--- src/rtl/ubds_div_pipe.sv ---
// Pipelined restoring divider, one quotient bit per register stage.
// Carries a side payload alongside the operands. Depends on nothing.
module ubds_div_pipe #(
	parameter int NW = 30,
	parameter int DW = 33,
	parameter int SW = 1
) (
	input  logic          clk,
	input  logic          arst_n,
	input  logic          en,
	input  logic          in_vld,
	input  logic [NW-1:0] num,
	input  logic [DW-1:0] den,
	input  logic [SW-1:0] side,
	output logic          out_vld,
	output logic [NW-1:0] quo,
	output logic [SW-1:0] out_side
);

	logic [NW:0]   vld_s;
	logic [NW-1:0] num_s  [0:NW];
	logic [DW-1:0] rem_s  [0:NW];
	logic [NW-1:0] quo_s  [0:NW];
	logic [DW-1:0] den_s  [0:NW];
	logic [SW-1:0] side_s [0:NW];

	assign vld_s[0]  = in_vld;
	assign num_s[0]  = num;
	assign rem_s[0]  = '0;
	assign quo_s[0]  = '0;
	assign den_s[0]  = den;
	assign side_s[0] = side;

	for (genvar i = 0; i < NW; i++) begin : g_stage
		logic [DW:0] trial;
		logic        ge;
		logic [DW:0] diff;

		assign trial = {rem_s[i], num_s[i][NW-1]};
		assign ge    = trial >= {1'b0, den_s[i]};
		assign diff  = trial - {1'b0, den_s[i]};

		always_ff @(posedge clk or negedge arst_n) begin
			if (!arst_n) begin
				vld_s[i+1] <= 1'b0;
			end else if (en) begin
				vld_s[i+1] <= vld_s[i];
			end
		end

		always_ff @(posedge clk) begin
			if (en) begin
				num_s[i+1]  <= {num_s[i][NW-2:0], 1'b0};
				rem_s[i+1]  <= ge ? diff[DW-1:0] : trial[DW-1:0];
				quo_s[i+1]  <= {quo_s[i][NW-2:0], ge};
				den_s[i+1]  <= den_s[i];
				side_s[i+1] <= side_s[i];
			end
		end
	end

	assign out_vld  = vld_s[NW];
	assign quo      = quo_s[NW];
	assign out_side = side_s[NW];

endmodule

--- config.mk ---
export PLATFORM = sky130hd
export DESIGN_NAME = ubds_div_pipe
export DESIGN_NICKNAME = d
export VERILOG_FILES = /design/src/rtl/ubds_div_pipe.sv
export SDC_FILE = /design/constraint.sdc
export NUM_CORES = 2
export LEC_CHECK = 0
export BUFFER_PORTS_ARGS = -buffer_cell sky130_fd_sc_hd__buf_4
export CORE_ASPECT_RATIO = 0.9
export CORE_MARGIN = 1
export CORE_UTILIZATION = 60
export CTS_CLUSTER_SIZE = 40
export DETAILED_ROUTE_END_ITERATION = 7
export PLACE_DENSITY = 0.78
export SYNTH_ARGS = -nofsm -noshare
export SYNTH_HDL_FRONTEND = slang
export SYNTH_SLANG_ARGS = --single-unit
export TNS_END_PERCENT = 1
--- constraint.sdc ---
create_clock -name clk -period 7.69 [get_ports clk]
set_input_delay 1.538 -clock clk [delete_from_list [all_inputs] [get_ports clk]]
set_output_delay 1.538 -clock clk [all_outputs]
set_load 0.03 [all_outputs]
==> results.tsv <==
metric	value	unit
status	finished clean	
Worst Hold Class	register to register	
EDFF count, synth	2844	
endpoints failing hold	0	
fin. max-slew vios	0	
Worst Skew	44.8	ps
Die Area	246000	um^2
Syn-to-layout area delta	9.69	%
clock buffer count from CTS	302	
Reg2Reg Capture Point	g_stage[12].trial[10]	
Area contributors post-synth	edfxtp_1 58%, ha_1 8.2%, a21oi_1 3.7%, inv_1 3.1%, xnor2_1 2.8%	
die width	522	um
syn_nets	13200	
CP delay by family, top	compound AO/OA/AOI/OAI gates	
Setup WS pre-CTS	2640	ps
ys flop type	edfxtp_1	
Post-CTS Resized	0	
Commonest cells post-synth	2844 x edfxtp_1, 1215 x inv_1, 1069 x a21oi_1, 959 x ha_1, 824 x nand2_1	
drt pass-1 iters	8	
Die Y	470	um
Worst VDD drop	0.377	mV
final setup margin	2560	ps
H-tree depth	5	
CP endpoint kind	register	
fmax	0.195	GHz
IO buf count	99	
remaining global-route overflow	0	
placed cell areas	150000	um^2
worst path cell trace	inv_1, ha_1, inv_1, fa_1, a21o_1, a21oi_1, o211ai_1, a2111oi_0, nor3_1, nor2_1, o21ai_1, a31oi_1, o21a_1, buf_4, mux2_2	
DP HPWL	242000	um
Startpoint Class	register	
Critical path origin	g_stage[11].trial[0]	
first-pass GRT wire length	511000	um
Req. time, crit path	8310	ps
Stages on worst setup path	15	
initial antenna violation count	8	
Yosys top cell by area	edfxtp_1	
largest net degree at the start of global routing	186	
Crit Path Class	register to register	
Std-Cell Rows	171	
Vias	93000	
core footprint	242000	um^2
cts hold-fix bufs	0	
Fillers	17800	
warnings from Yosys	0	
aggregate routed wire length	330000	um
most frequent cell after synthesis	edfxtp_1	
post-CTS setup buffers	0	
CP most frequent cell	inv_1	
vias in the first global route	90500	
fin util	66.3	%
# clock sinks	2874	
post-route ant nets	0	
Synth Area in Simple Gates	7.90	%
FF-to-FF Start	g_stage[11].trial[0]	
post-synth top area share	58.4	%
Netlist cell types	99	
DR DRC count	0	
Post-synth ARST share	1.04	%
depth of the most critical reg-to-reg path	15	
Tcrit/Tclk final	66.7	%
clock tree from TritonCTS	yes	
CP max stage delay	840	ps
leakage	64.5	nW
All-Layer GR Usage	26.5	%
Starting Density	60.5	%
fin crit period	5130	ps
root buf cell	clkbuf_16	
via/cell ratio	5.92	
clock insertion delay at the later pin of the skew report	870	ps
Post-Synth Adder-Cell Area	8.59	%
# Max-Cap Violations	0	
crit path DAT	5740	ps
Slowest-stage cell, CP	o21a_1	
post-synthesis mux area share	2.41	%
Reg clk slew, reported paths	60	ps
RSZ-0062 raised after global routing	false	
final setup violation count	0	
Syn Inst Count	12100	
Initial DRC Count	8046	
Yosys reg bits	2874	
Syn Area/Cell	12.1	um^2
I/O pin total	100	
Rel. slew slack	16.3	%
maximum root-to-sink buffer count	4	
GPL Wtd Cong	0.963	
Crit Path Max Fanout	32	
worst slew pin tran	1240	ps
final instance area	160000	um^2
Worst Min Path Start	side_s[28]	
mean routed wirelength per cell	21.0	um
main combinational cell family by area after synthesis	compound AO/OA/AOI/OAI gates	
PD cells	424	nW/um^2
layout cells sized above 1	8.12	%
internal reg-to-reg setup slack	2560	ps
Critical Path Sink	g_stage[12].trial[10]	
Synth Area in Compound Gates	13.2	%
critical path buffer and inverter count	3	
synthesized area	146000	um^2
Final #Nets	13300	
Fin Hold WS	402	ps
post-synthesis sequential area ratio	58.9	%
Fin Setup TNS	0	ps
post-synthesis xor/xnor area fraction	4.89	%
[worst min path at each step]
stage	to	cells past startpoint
6_report	side_s[27]	0
5_1_grt	num_s[681]	0
4_1_cts	num_s[584]	0
3_5_place_dp	num_s[298]	0
3_3_place_gp	num_s[417]	0
2_1_floorplan	g_stage[10].trial[0]	0
[final cells by class]
class                      instances  area [um^2]  share of cell area, %
clock inverter                   201         2070                   1.29
sequential                      2874        86200                   53.7
antenna                            2         5.00                0.00312
tap                             3200         4000                   2.50
clock buffer                     341         7830                   4.88
inverter                        1217         4570                   2.85
multi-input combinational       7719        54300                   33.8
timing repair buffer             165         1430                  0.894
[per-layer routing]
metal,global-route usage [%],vias to the layer above,part of all wire [%]
met1,34.9,44900,42
met3,2.90,666,4.7
met5,0,-,0.0076
met2,45.6,2656,49
met4,9.52,4,3.7
li1,-,44800,-
[registers in the layout (all words and copies together) (netlist names)]
| name | flops |
|---|---|
| vld_s | 29 |
| side_s | 29 |
| quo_s | 435 |
| num_s | 406 |
| quo | 30 |
| out_vld | 1 |
| g_stage.trial | 986 |
| den_s | 957 |
| out_side | 1 |
[placed cells by master (no fill, tap or decap), types with 33 or more instances in the layout]
master,synthesis,layout
edfxtp_1,2844,2844
inv_1,1215,1215
a21oi_1,1069,1069
ha_1,959,959
nand2_1,824,823
o21ai_0,769,769
nor2_1,647,647
a21o_1,501,499
xnor2_1,466,466
xor2_1,350,350
clkbuf_16,0,308
mux2_2,295,295
nand3_1,194,193
buf_4,36,150
nand4_1,136,136
nand2b_1,134,134
o21bai_1,129,129
nor2b_1,116,116
nor3_1,98,98
and3_1,95,95
o21a_1,92,92
a31oi_1,91,91
clkinv_1,1,62
nor4_1,59,59
o31ai_1,57,57
a211oi_1,58,57
o211ai_1,55,55
clkinv_2,0,55
bufinv_16,0,34
clkbuf_1,195,33
[kinds of logic (layout without fill, tap and decap cells)]
| group | Yosys count | after routing |
|---|---|---|
| flip-flops | 2874 | 2874 |
| AND/OR/NAND/NOR | 2465 | 2465 |
| XOR/XNOR | 816 | 816 |
| multiplexers | 315 | 315 |
| AO/OA/AOI/OAI | 3136 | 3136 |
| buffers and inverters | 1512 | 1924 |
| adder cells (fa/ha/maj) | 987 | 987 |
| other | 0 | 2 |
[where the power goes]
group,total (mW),internal (mW),switching (mW)
registers,25.1,22.5,2.59
clock network,14.7,8.53,6.16
logic,28.2,12.0,16.2
[stage by stage]
stage               cells  total power [mW]
floorplan           12100              45.6
global placement    15200              52.5
detailed placement  15200              53.1
CTS                 15700              68.1
global route        15700              72.2
finish              15700              68.0
(Power assumes the default switching activity.)
